[src/assert_macros.svh]
// ----------------------------------------------------------------------------
// Assertion macros shared by the lane line fit RTL
// Clocked on clk; the first form is masked while rst_n is low.
// ----------------------------------------------------------------------------
`ifndef ASSERT_MACROS_SVH
`define ASSERT_MACROS_SVH

// Check a property outside of reset
`define LSF_ASSERT(lbl, prop, msg) \
  lbl: assert property (@(posedge clk) disable iff (!rst_n) prop) else $error(msg);

// Check a property on every edge, reset included
`define LSF_ASSERT_ALWAYS(lbl, prop, msg) \
  lbl: assert property (@(posedge clk) prop) else $error(msg);

`endif

[src/lsf_pkg.sv]
`timescale 1ns / 1ps
// ----------------------------------------------------------------------------
// lsf_pkg
// Types, widths and the fit program shared by the lane line fit modules.
// ----------------------------------------------------------------------------
package lsf_pkg;

  // Capacity and coordinate width
  localparam int MAX_POINTS = 1024;
  localparam int COORD_BITS = 11;
  localparam int FIELD_W    = 11;
  localparam int CFG_W      = 11;
  localparam int SLOPE_W    = 16;
  localparam int XOUT_W     = 16;
  localparam int CFG_AW     = 4;
  localparam int CFG_DW     = 32;

  // Accumulator and fit widths
  localparam int CNT_W  = $clog2(MAX_POINTS + 1);
  localparam int SUM_W  = CNT_W + COORD_BITS;
  localparam int SQ_W   = CNT_W + 2 * COORD_BITS;
  localparam int DN_W   = CNT_W + SQ_W + 1;
  localparam int MAG_W  = DN_W - 1;
  localparam int B_W    = CNT_W + COORD_BITS;
  localparam int ACC_W  = B_W + DN_W + 2;
  localparam int NUM_W  = ACC_W - 1;
  localparam int DV_W   = CNT_W + DN_W;
  localparam int QCNT_W = $clog2(NUM_W + 1);
  localparam int CMP_W  = ((COORD_BITS + 1) > CFG_W) ? (COORD_BITS + 1) : CFG_W;
  localparam int KW     = COORD_BITS + SLOPE_W;

  // Vertical segment counts as slope 999 in Q10.8
  localparam int VERT_SLOPE_Q8 = 999 * 256;
  localparam int X_POS_MAX     = 32767;
  localparam int X_NEG_MAG     = 32768;

  // Fit program layout
  localparam int STEP_W       = 6;
  localparam int STEP_CHECK   = 8;
  localparam int ROW_BASE     = 9;
  localparam int ROW_TOP_BASE = 22;
  localparam int STEP_LAST    = 34;

  typedef struct packed {
    logic [FIELD_W-1:0] x_start;
    logic [FIELD_W-1:0] y_start;
    logic [FIELD_W-1:0] x_end;
    logic [FIELD_W-1:0] y_end;
    logic               frame_last;
  } in_item_t;

  typedef struct packed {
    logic                     right_found;
    logic signed [XOUT_W-1:0] right_x_bottom;
    logic signed [XOUT_W-1:0] right_x_top;
    logic                     left_found;
    logic signed [XOUT_W-1:0] left_x_bottom;
    logic signed [XOUT_W-1:0] left_x_top;
    logic                     points_overflow;
  } out_item_t;

  typedef struct packed {
    logic [CFG_W-1:0]   frame_width;
    logic [CFG_W-1:0]   frame_height;
    logic [CFG_W-1:0]   top_row;
    logic [SLOPE_W-1:0] slope_limit;
  } cfg_t;

  typedef enum logic [1:0] {
    REG_FRAME_WIDTH,
    REG_FRAME_HEIGHT,
    REG_TOP_ROW,
    REG_SLOPE_LIMIT
  } cfg_reg_t;

  typedef enum logic [2:0] {
    ST_IDLE,
    ST_CLASSIFY,
    ST_ISSUE,
    ST_WAIT,
    ST_DONE
  } ctrl_state_t;

  typedef enum logic [3:0] {
    OP_NOP,
    OP_CLR,
    OP_MUL,
    OP_SAVE_D,
    OP_SAVE_N,
    OP_CHECK,
    OP_SAVE_T,
    OP_SAVE_NUM,
    OP_SAVE_DIV,
    OP_DIV,
    OP_STORE
  } fit_op_t;

  typedef enum logic [2:0] {
    A_N,
    A_SX,
    A_SY,
    A_SXX,
    A_SXY,
    A_D,
    A_NMAG
  } a_sel_t;

  typedef enum logic [2:0] {
    B_N,
    B_SX,
    B_SY,
    B_ROW,
    B_T
  } b_sel_t;

  typedef enum logic [1:0] {
    SG_ADD,
    SG_SUB,
    SG_NSIGN
  } sgn_t;

  typedef struct packed {
    fit_op_t op;
    a_sel_t  a_sel;
    b_sel_t  b_sel;
    sgn_t    sgn;
    logic    row_top;
  } fit_cmd_t;

  typedef struct packed {
    logic     load_in;
    logic     classify;
    logic     fit_go;
    fit_cmd_t fit;
    logic     side;
    logic     emit;
  } ctrl_cmd_t;

  typedef struct packed {
    logic last;
    logic busy;
    logic skip;
    logic out_free;
  } dp_status_t;

  // Build one fit command: D and N first, then the row evaluation twice
  function automatic fit_cmd_t mk(fit_op_t op, a_sel_t a, b_sel_t b, sgn_t s,
                                  logic top);
    fit_cmd_t c;
    c.op      = op;
    c.a_sel   = a;
    c.b_sel   = b;
    c.sgn     = s;
    c.row_top = top;
    return c;
  endfunction

  function automatic fit_cmd_t prog_cmd(logic [STEP_W-1:0] step);
    fit_cmd_t          c;
    logic              top;
    logic [STEP_W-1:0] k;
    c   = mk(OP_NOP, A_N, B_N, SG_ADD, 1'b0);
    top = (step >= STEP_W'(ROW_TOP_BASE));
    k   = top ? step - STEP_W'(ROW_TOP_BASE) : step - STEP_W'(ROW_BASE);
    if (step < STEP_W'(ROW_BASE)) begin
      unique case (step)
        6'd0:    c = mk(OP_CLR,    A_N,   B_N,  SG_ADD, 1'b0);
        6'd1:    c = mk(OP_MUL,    A_SXX, B_N,  SG_ADD, 1'b0);
        6'd2:    c = mk(OP_MUL,    A_SX,  B_SX, SG_SUB, 1'b0);
        6'd3:    c = mk(OP_SAVE_D, A_N,   B_N,  SG_ADD, 1'b0);
        6'd4:    c = mk(OP_CLR,    A_N,   B_N,  SG_ADD, 1'b0);
        6'd5:    c = mk(OP_MUL,    A_SXY, B_N,  SG_ADD, 1'b0);
        6'd6:    c = mk(OP_MUL,    A_SY,  B_SX, SG_SUB, 1'b0);
        6'd7:    c = mk(OP_SAVE_N, A_N,   B_N,  SG_ADD, 1'b0);
        6'd8:    c = mk(OP_CHECK,  A_N,   B_N,  SG_ADD, 1'b0);
        default: c = mk(OP_NOP,    A_N,   B_N,  SG_ADD, 1'b0);
      endcase
    end else begin
      unique case (k)
        6'd0:    c = mk(OP_CLR,      A_N,    B_N,   SG_ADD,   top);
        6'd1:    c = mk(OP_MUL,      A_N,    B_ROW, SG_ADD,   top);
        6'd2:    c = mk(OP_SAVE_T,   A_N,    B_N,   SG_ADD,   top);
        6'd3:    c = mk(OP_CLR,      A_N,    B_N,   SG_ADD,   top);
        6'd4:    c = mk(OP_MUL,      A_D,    B_T,   SG_ADD,   top);
        6'd5:    c = mk(OP_MUL,      A_D,    B_SY,  SG_SUB,   top);
        6'd6:    c = mk(OP_MUL,      A_NMAG, B_SX,  SG_NSIGN, top);
        6'd7:    c = mk(OP_SAVE_NUM, A_N,    B_N,   SG_ADD,   top);
        6'd8:    c = mk(OP_CLR,      A_N,    B_N,   SG_ADD,   top);
        6'd9:    c = mk(OP_MUL,      A_NMAG, B_N,   SG_ADD,   top);
        6'd10:   c = mk(OP_SAVE_DIV, A_N,    B_N,   SG_ADD,   top);
        6'd11:   c = mk(OP_DIV,      A_N,    B_N,   SG_ADD,   top);
        6'd12:   c = mk(OP_STORE,    A_N,    B_N,   SG_ADD,   top);
        default: c = mk(OP_NOP,      A_N,    B_N,   SG_ADD,   top);
      endcase
    end
    return c;
  endfunction

endpackage

[src/lsf_cfg.sv]
`timescale 1ns / 1ps
// ----------------------------------------------------------------------------
// lsf_cfg
// Configuration register file behind an APB-style port.
// ----------------------------------------------------------------------------
module lsf_cfg (
  input  logic                        clk,
  input  logic                        rst_n,
  input  logic                        cfg_psel,
  input  logic                        cfg_penable,
  input  logic                        cfg_pwrite,
  input  logic [lsf_pkg::CFG_AW-1:0]  cfg_paddr,
  input  logic [lsf_pkg::CFG_DW-1:0]  cfg_pwdata,
  output logic [lsf_pkg::CFG_DW-1:0]  cfg_prdata,
  output logic                        cfg_pready,
  output lsf_pkg::cfg_t               cfg
);

  lsf_pkg::cfg_t    cfg_r;
  lsf_pkg::cfg_reg_t reg_sel;
  logic             wr_en;

  assign reg_sel    = lsf_pkg::cfg_reg_t'(cfg_paddr[lsf_pkg::CFG_AW-1:2]);
  assign wr_en      = cfg_psel && cfg_penable && cfg_pwrite;
  assign cfg_pready = 1'b1;
  assign cfg        = cfg_r;

  // Write the addressed register, restore defaults on reset
  always_ff @(posedge clk) begin
    if (!rst_n) begin
      cfg_r.frame_width  <= lsf_pkg::CFG_W'(640);
      cfg_r.frame_height <= lsf_pkg::CFG_W'(480);
      cfg_r.top_row      <= lsf_pkg::CFG_W'(288);
      cfg_r.slope_limit  <= lsf_pkg::SLOPE_W'(128);
    end else if (wr_en) begin
      unique case (reg_sel)
        lsf_pkg::REG_FRAME_WIDTH:  cfg_r.frame_width  <= cfg_pwdata[lsf_pkg::CFG_W-1:0];
        lsf_pkg::REG_FRAME_HEIGHT: cfg_r.frame_height <= cfg_pwdata[lsf_pkg::CFG_W-1:0];
        lsf_pkg::REG_TOP_ROW:      cfg_r.top_row      <= cfg_pwdata[lsf_pkg::CFG_W-1:0];
        lsf_pkg::REG_SLOPE_LIMIT:  cfg_r.slope_limit  <= cfg_pwdata[lsf_pkg::SLOPE_W-1:0];
      endcase
    end
  end

  // Read back the addressed register
  always_comb begin
    unique case (reg_sel)
      lsf_pkg::REG_FRAME_WIDTH:  cfg_prdata = lsf_pkg::CFG_DW'(cfg_r.frame_width);
      lsf_pkg::REG_FRAME_HEIGHT: cfg_prdata = lsf_pkg::CFG_DW'(cfg_r.frame_height);
      lsf_pkg::REG_TOP_ROW:      cfg_prdata = lsf_pkg::CFG_DW'(cfg_r.top_row);
      lsf_pkg::REG_SLOPE_LIMIT:  cfg_prdata = lsf_pkg::CFG_DW'(cfg_r.slope_limit);
    endcase
  end

endmodule

[src/lsf_div.sv]
`timescale 1ns / 1ps
// ----------------------------------------------------------------------------
// lsf_div
// Restoring divider, one quotient bit per cycle.
// ----------------------------------------------------------------------------
module lsf_div (
  input  logic                       clk,
  input  logic                       rst_n,
  input  logic                       start,
  input  logic [lsf_pkg::NUM_W-1:0]  num,
  input  logic [lsf_pkg::DV_W-1:0]   den,
  output logic                       busy,
  output logic [lsf_pkg::NUM_W-1:0]  quo
);

  logic [lsf_pkg::QCNT_W-1:0] cnt_r;
  logic [lsf_pkg::DV_W-1:0]   rem_r;
  logic [lsf_pkg::NUM_W-1:0]  nq_r;
  logic [lsf_pkg::DV_W-1:0]   den_r;
  logic [lsf_pkg::DV_W:0]     rem_sh;
  logic [lsf_pkg::DV_W:0]     rem_sub;
  logic                       q_bit;

  assign busy    = (cnt_r != '0);
  assign quo     = nq_r;
  assign rem_sh  = {rem_r, nq_r[lsf_pkg::NUM_W-1]};
  assign rem_sub = rem_sh - {1'b0, den_r};
  assign q_bit   = (rem_sh >= {1'b0, den_r});

  // Count the iterations
  always_ff @(posedge clk) begin
    if (!rst_n) begin
      cnt_r <= '0;
    end else if (start) begin
      cnt_r <= lsf_pkg::QCNT_W'(lsf_pkg::NUM_W);
    end else if (busy) begin
      cnt_r <= cnt_r - 1'b1;
    end
  end

  // Shift the dividend out and the quotient in
  always_ff @(posedge clk) begin
    if (start) begin
      rem_r <= '0;
      nq_r  <= num;
      den_r <= den;
    end else if (busy) begin
      rem_r <= q_bit ? rem_sub[lsf_pkg::DV_W-1:0] : rem_sh[lsf_pkg::DV_W-1:0];
      nq_r  <= {nq_r[lsf_pkg::NUM_W-2:0], q_bit};
    end
  end

endmodule

[src/lsf_dp.sv]
`timescale 1ns / 1ps
// ----------------------------------------------------------------------------
// lsf_dp
// Datapath: segment filter, per-side sums, shift-add fit engine and result.
// ----------------------------------------------------------------------------
module lsf_dp (
  input  logic                 clk,
  input  logic                 rst_n,
  input  lsf_pkg::in_item_t    in_data,
  input  lsf_pkg::cfg_t        cfg,
  input  lsf_pkg::ctrl_cmd_t   cmd,
  input  logic                 out_stall,
  output lsf_pkg::dp_status_t  status,
  output logic                 out_valid,
  output lsf_pkg::out_item_t   out_data
);

  localparam int CB = lsf_pkg::COORD_BITS;

  lsf_pkg::in_item_t in_r;

  logic [lsf_pkg::CNT_W-1:0] cnt_r [2];
  logic [lsf_pkg::SUM_W-1:0] sx_r  [2];
  logic [lsf_pkg::SUM_W-1:0] sy_r  [2];
  logic [lsf_pkg::SQ_W-1:0]  sxx_r [2];
  logic [lsf_pkg::SQ_W-1:0]  sxy_r [2];
  logic                      ovf_r;

  // Segment filter signals
  logic [CB-1:0]               x1, y1, x2, y2;
  logic signed [CB:0]          dx, dy;
  logic [CB-1:0]               adx, ady;
  logic [lsf_pkg::KW-1:0]      lhs, rhs;
  logic                        kept, pos, hit_r, hit_l, full;
  logic [lsf_pkg::CMP_W-1:0]   x1_2, x2_2, fw;
  logic [lsf_pkg::CNT_W:0]     cnt_add;
  logic                        wsel;

  // Fit engine signals
  logic signed [lsf_pkg::ACC_W-1:0] acc_r, acc_abs;
  logic [lsf_pkg::ACC_W-1:0]        ma_r, a_val;
  logic [lsf_pkg::B_W-1:0]          mb_r, b_val;
  logic                             msub_r, sub_val, mac_busy;
  logic signed [lsf_pkg::DN_W-1:0]  d_r;
  logic [lsf_pkg::MAG_W-1:0]        nmag_r;
  logic                             nneg_r;
  logic [lsf_pkg::B_W-1:0]          t_r;
  logic [lsf_pkg::NUM_W-1:0]        num_mag_r;
  logic                             num_neg_r;
  logic [lsf_pkg::DV_W-1:0]         dvs_r;
  logic                             div_start, div_busy;
  logic [lsf_pkg::NUM_W-1:0]        quo;
  logic [lsf_pkg::CNT_W-1:0]        n_sel;
  logic [lsf_pkg::SUM_W-1:0]        sx_sel, sy_sel;
  logic [lsf_pkg::SQ_W-1:0]         sxx_sel, sxy_sel;
  logic [lsf_pkg::CFG_W-1:0]        row_val;
  logic signed [lsf_pkg::XOUT_W-1:0] x_sat;
  logic                             res_neg;

  logic                              found_r [2];
  logic signed [lsf_pkg::XOUT_W-1:0] xres_r  [2][2];

  logic               out_valid_r;
  lsf_pkg::out_item_t out_r;
  logic               op_go;
  lsf_pkg::fit_op_t   op;

  assign op    = cmd.fit.op;
  assign op_go = cmd.fit_go;

  // Hold the accepted request
  always_ff @(posedge clk) begin
    if (cmd.load_in) begin
      in_r <= in_data;
    end
  end

  // Slope test by cross-multiplication and side choice
  always_comb begin
    x1   = in_r.x_start[CB-1:0];
    y1   = in_r.y_start[CB-1:0];
    x2   = in_r.x_end[CB-1:0];
    y2   = in_r.y_end[CB-1:0];
    dx   = $signed({1'b0, x2}) - $signed({1'b0, x1});
    dy   = $signed({1'b0, y2}) - $signed({1'b0, y1});
    adx  = dx[CB] ? CB'(-dx) : dx[CB-1:0];
    ady  = dy[CB] ? CB'(-dy) : dy[CB-1:0];
    lhs  = lsf_pkg::KW'({ady, 8'h00});
    rhs  = lsf_pkg::KW'(cfg.slope_limit) * lsf_pkg::KW'(adx);
    if (dx == '0) begin
      kept = (lsf_pkg::KW'(lsf_pkg::VERT_SLOPE_Q8) > lsf_pkg::KW'(cfg.slope_limit));
      pos  = 1'b1;
    end else begin
      kept = (lhs > rhs);
      pos  = ((dy > 0) == (dx > 0));
    end
    x1_2  = lsf_pkg::CMP_W'({x1, 1'b0});
    x2_2  = lsf_pkg::CMP_W'({x2, 1'b0});
    fw    = lsf_pkg::CMP_W'(cfg.frame_width);
    hit_r = kept && pos && (x1_2 > fw) && (x2_2 > fw);
    hit_l = kept && !pos && (x1_2 < fw) && (x2_2 < fw);
    wsel  = !hit_r;
    cnt_add = (wsel ? {1'b0, cnt_r[1]} : {1'b0, cnt_r[0]}) + (lsf_pkg::CNT_W+1)'(2);
    full  = (cnt_add > (lsf_pkg::CNT_W+1)'(lsf_pkg::MAX_POINTS));
  end

  // Accumulate the kept endpoints, clear after each frame
  always_ff @(posedge clk) begin
    if (!rst_n || cmd.emit) begin
      for (int s = 0; s < 2; s++) begin
        cnt_r[s] <= '0;
        sx_r[s]  <= '0;
        sy_r[s]  <= '0;
        sxx_r[s] <= '0;
        sxy_r[s] <= '0;
      end
      ovf_r <= 1'b0;
    end else if (cmd.classify && (hit_r || hit_l)) begin
      if (full) begin
        ovf_r <= 1'b1;
      end else begin
        cnt_r[wsel] <= cnt_add[lsf_pkg::CNT_W-1:0];
        sx_r[wsel]  <= sx_r[wsel] + lsf_pkg::SUM_W'(x1) + lsf_pkg::SUM_W'(x2);
        sy_r[wsel]  <= sy_r[wsel] + lsf_pkg::SUM_W'(y1) + lsf_pkg::SUM_W'(y2);
        sxx_r[wsel] <= sxx_r[wsel] + lsf_pkg::SQ_W'((2*CB)'(x1) * (2*CB)'(x1))
                                   + lsf_pkg::SQ_W'((2*CB)'(x2) * (2*CB)'(x2));
        sxy_r[wsel] <= sxy_r[wsel] + lsf_pkg::SQ_W'((2*CB)'(x1) * (2*CB)'(y1))
                                   + lsf_pkg::SQ_W'((2*CB)'(x2) * (2*CB)'(y2));
      end
    end
  end

  // Select the side under fit
  always_comb begin
    n_sel   = cmd.side ? cnt_r[1] : cnt_r[0];
    sx_sel  = cmd.side ? sx_r[1]  : sx_r[0];
    sy_sel  = cmd.side ? sy_r[1]  : sy_r[0];
    sxx_sel = cmd.side ? sxx_r[1] : sxx_r[0];
    sxy_sel = cmd.side ? sxy_r[1] : sxy_r[0];
    row_val = cmd.fit.row_top ? cfg.top_row : cfg.frame_height;
  end

  // Multiplicand, multiplier and sign of the next product
  always_comb begin
    unique case (cmd.fit.a_sel)
      lsf_pkg::A_N:    a_val = lsf_pkg::ACC_W'(n_sel);
      lsf_pkg::A_SX:   a_val = lsf_pkg::ACC_W'(sx_sel);
      lsf_pkg::A_SY:   a_val = lsf_pkg::ACC_W'(sy_sel);
      lsf_pkg::A_SXX:  a_val = lsf_pkg::ACC_W'(sxx_sel);
      lsf_pkg::A_SXY:  a_val = lsf_pkg::ACC_W'(sxy_sel);
      lsf_pkg::A_D:    a_val = lsf_pkg::ACC_W'(d_r[lsf_pkg::MAG_W-1:0]);
      lsf_pkg::A_NMAG: a_val = lsf_pkg::ACC_W'(nmag_r);
      default:         a_val = '0;
    endcase
    unique case (cmd.fit.b_sel)
      lsf_pkg::B_N:   b_val = lsf_pkg::B_W'(n_sel);
      lsf_pkg::B_SX:  b_val = lsf_pkg::B_W'(sx_sel);
      lsf_pkg::B_SY:  b_val = lsf_pkg::B_W'(sy_sel);
      lsf_pkg::B_ROW: b_val = lsf_pkg::B_W'(row_val);
      lsf_pkg::B_T:   b_val = t_r;
      default:        b_val = '0;
    endcase
    unique case (cmd.fit.sgn)
      lsf_pkg::SG_ADD:   sub_val = 1'b0;
      lsf_pkg::SG_SUB:   sub_val = 1'b1;
      lsf_pkg::SG_NSIGN: sub_val = nneg_r;
      default:           sub_val = 1'b0;
    endcase
  end

  assign mac_busy = (mb_r != '0);
  assign acc_abs  = acc_r[lsf_pkg::ACC_W-1] ? -acc_r : acc_r;

  // Shift-add multiply-accumulate, one multiplier bit per cycle
  always_ff @(posedge clk) begin
    if (!rst_n) begin
      mb_r <= '0;
    end else if (op_go && op == lsf_pkg::OP_MUL) begin
      mb_r <= b_val;
    end else if (mac_busy) begin
      mb_r <= mb_r >> 1;
    end
  end

  always_ff @(posedge clk) begin
    if (op_go && op == lsf_pkg::OP_MUL) begin
      ma_r   <= a_val;
      msub_r <= sub_val;
    end else if (mac_busy) begin
      ma_r <= ma_r << 1;
    end
    if (op_go && op == lsf_pkg::OP_CLR) begin
      acc_r <= '0;
    end else if (mac_busy && mb_r[0]) begin
      acc_r <= msub_r ? acc_r - $signed(ma_r) : acc_r + $signed(ma_r);
    end
  end

  // Latch intermediate fit terms
  always_ff @(posedge clk) begin
    if (op_go) begin
      unique case (op)
        lsf_pkg::OP_SAVE_D: begin
          d_r <= acc_r[lsf_pkg::DN_W-1:0];
        end
        lsf_pkg::OP_SAVE_N: begin
          nneg_r <= acc_r[lsf_pkg::ACC_W-1];
          nmag_r <= acc_abs[lsf_pkg::MAG_W-1:0];
        end
        lsf_pkg::OP_SAVE_T: begin
          t_r <= acc_r[lsf_pkg::B_W-1:0];
        end
        lsf_pkg::OP_SAVE_NUM: begin
          num_neg_r <= acc_r[lsf_pkg::ACC_W-1];
          num_mag_r <= acc_abs[lsf_pkg::NUM_W-1:0];
        end
        lsf_pkg::OP_SAVE_DIV: begin
          dvs_r <= acc_r[lsf_pkg::DV_W-1:0];
        end
        default: begin
        end
      endcase
    end
  end

  assign div_start = op_go && (op == lsf_pkg::OP_DIV);

  lsf_div u_div (
    .clk   (clk),
    .rst_n (rst_n),
    .start (div_start),
    .num   (num_mag_r),
    .den   (dvs_r),
    .busy  (div_busy),
    .quo   (quo)
  );

  // Truncated quotient, saturated to the 16-bit column range
  always_comb begin
    res_neg = num_neg_r ^ nneg_r;
    if (!res_neg) begin
      x_sat = (quo > lsf_pkg::NUM_W'(lsf_pkg::X_POS_MAX)) ?
              lsf_pkg::XOUT_W'(lsf_pkg::X_POS_MAX) : quo[lsf_pkg::XOUT_W-1:0];
    end else begin
      x_sat = (quo > lsf_pkg::NUM_W'(lsf_pkg::X_NEG_MAG)) ?
              lsf_pkg::XOUT_W'(lsf_pkg::X_NEG_MAG) :
              lsf_pkg::XOUT_W'(~quo[lsf_pkg::XOUT_W-1:0] + 1'b1);
    end
  end

  // Record found flags and lane columns per side
  always_ff @(posedge clk) begin
    if (op_go && op == lsf_pkg::OP_CHECK) begin
      found_r[cmd.side]    <= !status.skip;
      xres_r[cmd.side][0]  <= '0;
      xres_r[cmd.side][1]  <= '0;
    end else if (op_go && op == lsf_pkg::OP_STORE) begin
      xres_r[cmd.side][cmd.fit.row_top] <= x_sat;
    end
  end

  // Result register, free again once the result is taken
  always_ff @(posedge clk) begin
    if (!rst_n) begin
      out_valid_r <= 1'b0;
    end else if (cmd.emit) begin
      out_valid_r <= 1'b1;
    end else if (!out_stall) begin
      out_valid_r <= 1'b0;
    end
  end

  always_ff @(posedge clk) begin
    if (cmd.emit) begin
      out_r.right_found     <= found_r[0];
      out_r.right_x_bottom  <= xres_r[0][0];
      out_r.right_x_top     <= xres_r[0][1];
      out_r.left_found      <= found_r[1];
      out_r.left_x_bottom   <= xres_r[1][0];
      out_r.left_x_top      <= xres_r[1][1];
      out_r.points_overflow <= ovf_r;
    end
  end

  assign out_valid       = out_valid_r;
  assign out_data        = out_r;
  assign status.last     = in_r.frame_last;
  assign status.busy     = mac_busy || div_busy;
  assign status.skip     = (n_sel == '0) || (d_r == '0) || (nmag_r == '0);
  assign status.out_free = !out_valid_r || !out_stall;

endmodule

[src/lsf_ctrl.sv]
`timescale 1ns / 1ps
`include "assert_macros.svh"
// ----------------------------------------------------------------------------
// lsf_ctrl
// Controller: request intake, fit program sequencing and result release.
// ----------------------------------------------------------------------------
module lsf_ctrl (
  input  logic                 clk,
  input  logic                 rst_n,
  input  logic                 in_valid,
  output logic                 in_stall,
  input  lsf_pkg::dp_status_t  status,
  output lsf_pkg::ctrl_cmd_t   cmd
);

  lsf_pkg::ctrl_state_t         state_r, state_nxt;
  logic [lsf_pkg::STEP_W-1:0]   step_r, step_nxt;
  logic                         side_r, side_nxt;
  lsf_pkg::fit_cmd_t            cur;
  logic                         side_end, is_long;

  assign cur      = lsf_pkg::prog_cmd(step_r);
  assign is_long  = (cur.op == lsf_pkg::OP_MUL) || (cur.op == lsf_pkg::OP_DIV);
  assign side_end = (step_r == lsf_pkg::STEP_W'(lsf_pkg::STEP_LAST)) ||
                    ((step_r == lsf_pkg::STEP_W'(lsf_pkg::STEP_CHECK)) && status.skip);

  // Next state
  always_comb begin
    state_nxt = state_r;
    step_nxt  = step_r;
    side_nxt  = side_r;
    unique case (state_r)
      lsf_pkg::ST_IDLE: begin
        if (in_valid) begin
          state_nxt = lsf_pkg::ST_CLASSIFY;
        end
      end
      lsf_pkg::ST_CLASSIFY: begin
        step_nxt  = '0;
        side_nxt  = 1'b0;
        state_nxt = status.last ? lsf_pkg::ST_ISSUE : lsf_pkg::ST_IDLE;
      end
      lsf_pkg::ST_ISSUE, lsf_pkg::ST_WAIT: begin
        if (state_r == lsf_pkg::ST_ISSUE && is_long) begin
          state_nxt = lsf_pkg::ST_WAIT;
        end else if (state_r == lsf_pkg::ST_WAIT && status.busy) begin
          state_nxt = lsf_pkg::ST_WAIT;
        end else if (side_end) begin
          step_nxt  = '0;
          side_nxt  = 1'b1;
          state_nxt = side_r ? lsf_pkg::ST_DONE : lsf_pkg::ST_ISSUE;
        end else begin
          step_nxt  = step_r + 1'b1;
          state_nxt = lsf_pkg::ST_ISSUE;
        end
      end
      lsf_pkg::ST_DONE: begin
        if (status.out_free) begin
          state_nxt = lsf_pkg::ST_IDLE;
        end
      end
      default: state_nxt = lsf_pkg::ST_IDLE;
    endcase
  end

  // Outputs
  always_comb begin
    cmd          = '0;
    cmd.fit      = cur;
    cmd.side     = side_r;
    in_stall     = (state_r != lsf_pkg::ST_IDLE);
    unique case (state_r)
      lsf_pkg::ST_IDLE:     cmd.load_in  = in_valid;
      lsf_pkg::ST_CLASSIFY: cmd.classify = 1'b1;
      lsf_pkg::ST_ISSUE:    cmd.fit_go   = 1'b1;
      lsf_pkg::ST_WAIT:     cmd.fit_go   = 1'b0;
      lsf_pkg::ST_DONE:     cmd.emit     = status.out_free;
      default:              cmd.fit_go   = 1'b0;
    endcase
  end

  always_ff @(posedge clk) begin
    if (!rst_n) begin
      state_r <= lsf_pkg::ST_IDLE;
      step_r  <= '0;
      side_r  <= 1'b0;
    end else begin
      state_r <= state_nxt;
      step_r  <= step_nxt;
      side_r  <= side_nxt;
    end
  end

  `LSF_ASSERT(a_accept_classify, (in_valid && !in_stall) |=> (state_r == lsf_pkg::ST_CLASSIFY), "accepted request not classified")
  `LSF_ASSERT(a_step_range, (step_r <= lsf_pkg::STEP_W'(lsf_pkg::STEP_LAST)), "fit step out of range")
  `LSF_ASSERT(a_done_idle, (state_r == lsf_pkg::ST_DONE && status.out_free) |=> (state_r == lsf_pkg::ST_IDLE), "result release did not return to idle")
  `LSF_ASSERT_ALWAYS(a_reset_idle, !rst_n |=> (state_r == lsf_pkg::ST_IDLE), "reset did not idle the controller")

endmodule

[src/lane_segment_line_fit.sv]
`timescale 1ns / 1ps
// A segment is accepted in the idle state, then filtered and accumulated in the classify state.
// No new segment is taken before the last one is through; the last segment of a frame adds the
//   fit, paced by the shift-add multiply-accumulate unit
//   (one multiplier bit a cycle) and the one-bit-a-cycle divider.
// Reset (synchronous, rst_n low): registers to defaults, sums and flags cleared.
// ----------------------------------------------------------------------------
// lane_segment_line_fit
// Least-squares lane line fit over the line segments of one frame.
// ----------------------------------------------------------------------------
module lane_segment_line_fit (
  input  logic                        clk,
  input  logic                        rst_n,
  input  logic                        in_valid,
  output logic                        in_stall,
  input  lsf_pkg::in_item_t           in_data,
  output logic                        out_valid,
  input  logic                        out_stall,
  output lsf_pkg::out_item_t          out_data,
  input  logic                        cfg_psel,
  input  logic                        cfg_penable,
  input  logic                        cfg_pwrite,
  input  logic [lsf_pkg::CFG_AW-1:0]  cfg_paddr,
  input  logic [lsf_pkg::CFG_DW-1:0]  cfg_pwdata,
  output logic [lsf_pkg::CFG_DW-1:0]  cfg_prdata,
  output logic                        cfg_pready
);

  lsf_pkg::cfg_t       cfg;
  lsf_pkg::ctrl_cmd_t  cmd;
  lsf_pkg::dp_status_t status;

  lsf_cfg u_cfg (
    .clk         (clk),
    .rst_n       (rst_n),
    .cfg_psel    (cfg_psel),
    .cfg_penable (cfg_penable),
    .cfg_pwrite  (cfg_pwrite),
    .cfg_paddr   (cfg_paddr),
    .cfg_pwdata  (cfg_pwdata),
    .cfg_prdata  (cfg_prdata),
    .cfg_pready  (cfg_pready),
    .cfg         (cfg)
  );

  lsf_ctrl u_ctrl (
    .clk      (clk),
    .rst_n    (rst_n),
    .in_valid (in_valid),
    .in_stall (in_stall),
    .status   (status),
    .cmd      (cmd)
  );

  lsf_dp u_dp (
    .clk       (clk),
    .rst_n     (rst_n),
    .in_data   (in_data),
    .cfg       (cfg),
    .cmd       (cmd),
    .out_stall (out_stall),
    .status    (status),
    .out_valid (out_valid),
    .out_data  (out_data)
  );

endmodule
[config.mk]
export PLATFORM = sky130hd
export DESIGN_NAME = lane_segment_line_fit
export DESIGN_NICKNAME = d
export VERILOG_FILES = /design/src/lsf_pkg.sv /design/src/lsf_cfg.sv /design/src/lsf_div.sv /design/src/lsf_dp.sv /design/src/lsf_ctrl.sv /design/src/lane_segment_line_fit.sv
export VERILOG_INCLUDE_DIRS = /design/src /design/src/src
export SDC_FILE = /design/constraint.sdc
export NUM_CORES = 2
export LEC_CHECK = 0
export ABC_AREA = 1
export BUFFER_PORTS_ARGS = -buffer_cell sky130_fd_sc_hd__buf_2
export CAP_MARGIN = 10
export CORE_MARGIN = 2
export CORE_UTILIZATION = 65
export DETAILED_ROUTE_END_ITERATION = 8
export MAX_ROUTING_LAYER = met4
export PLACE_DENSITY = 0.86
export RECOVER_POWER = 25
export SYNTH_ARGS = -nofsm -noshare
export SYNTH_HDL_FRONTEND = slang
export SYNTH_HIERARCHICAL = 1
export SYNTH_SLANG_ARGS = --single-unit
[constraint.sdc]
create_clock -name clk -period 20.4 [get_ports clk]
set_input_delay 3.06 -clock clk [delete_from_list [all_inputs] [get_ports clk]]
set_output_delay 3.06 -clock clk [all_outputs]
set_load 0.01 [all_outputs]
==> summary.txt <==
Status = complete, but fails checks
Failing checks = max-capacitance violations, max-slew violations
CP startpoint kind = register
Detail Placement HPWL = 192000 um
Max-cap violations = 7
Vias in the first global route = 71400
Critical Path RT = 20850 ps
Slew @ Worst Pin = 4000 ps
Hold WC Path Type = reg2reg
CTS max path bufs = 3
DR pass1 iterations = 6
EDFF count, synth = 851
Post-CTS sizing = 0
CP max-delay cell = o21ai_0
Async SR Flop Fraction = 0%
Switching pwr = 0.00866 W
Cell area after synthesis = 85700 um2
Crit path time final = 17010 ps
Leak = 44.8 nW
Total die area = 135000 um2
Util after Layout = 70.0%
Clock share of power = 13.3%
Post-synth top area cell = edfxtp_1
Delay of the slowest critical-path stage = 590 ps
CTS Hold Buffers Added = 0
Synth area leaders = edfxtp_1 (30%), fa_1 (13%), nand2_1 (11%)
Worst clock skew = 95.6 ps
VDD IR max = 0.000550 V
Commonest cells after routing, fill and taps aside = nand2_1 (2486), inv_1 (2241), nor2_1 (974)
Hold_sp = u_dp/dvs_r[2]
Clock root cell = clkbuf_16
CTS H-tree lvls = 3
Drt drc = 0
Row Count = 133
Total CTS buffers = 114
IO Port Bufs = 154
TritonCTS Sinks = 1073
Chip width = 367 um
Flop pwr share = 19.0%
Max Clk Rate = 58.8 MHz
P_int = 0.00792 W
Die Height = 367 um
Crit Path Max Fanout = 191
Tcrit/Tclk final = 83.4%
Worst flop-to-flop path endpoint = u_dp/sxx_r[1][29]
Starting DRC count in detailed routing = 8912
Vias/cell = 5.82
Detail-routed net length per standard cell = 20.5 um
First-pass GRT wire length = 398000 um
Ys Warns = 6
Hold violation count in the final report = 0
Share of post-route cells with drive strength above 1 = 5.28%
Nets = 11800
Clock transition at the registers of the reported paths = 70 ps
Initial antenna violation count = 11
Yosys reg bits = 1073
Final GP Congestion = 1.02
Crit. End Element = register
Pwr dens = 181 nW/um2
Buf+Inv Stages, Crit Path = 12
DR vias = 72800
Ys flop type = edfxtp_1
Std-Cell Core Area = 131000 um2
Sequential area share after synthesis = 35.0%
Layout area overhead = 7.08%
Hold path endpoint = u_dp/u_div/den_r[2]
Mean Syn Cell Area = 8.08 um2
Switching share of power = 52.2%
Most common cell after layout, fill and taps aside = nand2_1
GRT overflow = 0
Data arrival time of the worst path = 17460 ps
Setup Fix Bufs, Post-CTS = 0
Unrepaired setup endpoints after global routing = no
DRT antenna net count = 0
CTS tree = done
Power share of the combinational group = 67.7%
I/O pin count = 190
Sum Neg Setup Slack = 0 ps
R2R Path Start = u_dp/x1[0]
Cells after Synth = 10600
Crit Path Class = reg2reg
CP delay by family, top = adder cells
Placed Cells = 12300
Hold path cells = 0
Reg2reg setup slack = 3390 ps
Yosys top cell area share = 29.8%
Starting Density = 65.4%
Largest net degree at the start of global routing = 192
Layout Cells excl Fill = 12500
Total GRT Usage = 39.1%
Slew Viols, Final = 314
Clk Latency, worst-skew pair = 810 ps
Filler instances = 10200
Netlist cell types = 79
Final WL = 256000 um
Reg2Reg Depth = 65
Slew margin rel. = -166%
Final Setup Violations = 0
-- cells in the mapped netlist, drive strengths merged (13+ instances only) --
| library cell | n |
|---|---|
| nor4 | 84 |
| nor2 | 1025 |
| o22ai | 48 |
| edfxtp | 851 |
| a31oi | 67 |
| o211ai | 34 |
| nand3 | 390 |
| nand3b | 46 |
| a221oi | 14 |
| dfxtp | 222 |
| a21o | 13 |
| o21bai | 23 |
| a22oi | 17 |
| xor2 | 245 |
| xnor2 | 126 |
| a21boi | 13 |
| buf | 108 |
| clkbuf | 221 |
| o31ai | 20 |
| nand2 | 2523 |
| nand4 | 118 |
| nor3 | 85 |
| o21ai | 469 |
| inv | 2268 |
| a21oi | 409 |
| fa | 559 |
| ha | 508 |
-- kinds of logic (layout without fill, tap and decap cells) --
logic type,Yosys count,after routing,synth area share (%)
fa+ha+maj,1067,1067,20.5
xor+xnor,371,371,3.81
compound gates,1176,1176,7.66
simple gates,4314,4314,21.1
buf+inv,2606,2726,11.9
flops,1073,1073,35.0
mux,5,5,0.0584
other cells,2,24,0.00876
-- power by group through the flow --
stage               Clock (W)  Sequential (W)  Combinational [W]
global route          0.00230         0.00317             0.0124
global placement            0         0.00314             0.0103
CTS                   0.00221         0.00312             0.0109
finish                0.00220         0.00316             0.0112
floorplan                   0         0.00299            0.00806
detailed placement          0         0.00316             0.0108
-- per-stage QoR --
stage	hold WS, ps	power, W	area, um2	setup WS (ps)
finish	406	0.0166	91800	3390
global route	425	0.0179	91800	2400
CTS	417	0.0163	91900	3720
detailed placement	405	0.0140	87900	4050
global placement	402	0.0134	87900	4060
floorplan	400	0.0110	85800	6320
-- worst register-to-register path: cells and delay by family (launching register included) --
family / cells / cell delay [ps]
buf+inv: 12 / 2360
fa+ha+maj: 13 / 5740
xor+xnor: 3 / 970
compound gates: 15 / 4340
flops: 1 / 320
simple gates: 22 / 2880
-- sequential cells by signal, summed over array words and instances, names as in the netlist, 22 cells and up, named ones only --
signal            flops
u_dp/d_r             45
u_dp/u_div/quo       68
u_dp/nmag_r          44
u_dp/ma_r            69
u_dp/u_div/den_r     56
u_dp/t_r             22
u_dp/u_div/rem_r     56
u_dp/acc_r           69
u_dp/sxy_r           66
u_dp/sy_r            44
u_dp/mb_r            22
u_dp/sxx_r           66
u_dp/out_data        67
u_cfg/cfg            49
u_dp/dvs_r           56
u_dp/num_mag_r       68
u_dp/sx_r            44
u_dp/cnt_r           22
u_dp/xres_r          64
-- layer usage --
layer  vias to the layer above  wire (um)  track usage [%]
li1                      33400          -                -
met1                     34500     102000             52.7
met2                      4172     113000             58.5
met3                       761      29600             7.32
met4                         0      12400             16.0
met5                         -          0                -
-- worst max-delay path by stage --
| stage | start | end | slack (ps) | cells after the start |
|---|---|---|---|---|
| finish | u_dp/x1[0] | u_dp/sxx_r[1][29] | 3390 | 65 |
| global route | u_dp/x2[0] | u_dp/sxx_r[1][29] | 2400 | 63 |
| CTS | u_dp/x1[0] | u_dp/sxx_r[1][29] | 3720 | 65 |
| detailed placement | u_dp/x1[0] | u_dp/sxx_r[1][27] | 4050 | 64 |
| global placement | u_dp/x1[0] | u_dp/sxx_r[1][27] | 4060 | 66 |
| floorplan | out_stall | u_dp/cnt_r[1][0] | 6320 | 10 |
-- area by class of cell --
| class | count | area (um2) | share of cell area [%] |
|---|---|---|---|
| Clock buffer | 146 | 3030 | 3.30 |
| Multi-Input combinational cell | 6950 | 45700 | 49.8 |
| Sequential cell | 1073 | 30000 | 32.7 |
| Clock inverter | 71 | 943 | 1.03 |
| Inverter | 2277 | 8570 | 9.33 |
| Antenna cell | 7 | 17.5 | 0.0191 |
| Tap cell | 1755 | 2200 | 2.39 |
| Timing Repair Buffer | 232 | 1340 | 1.46 |
(Power assumes the default switching activity.)
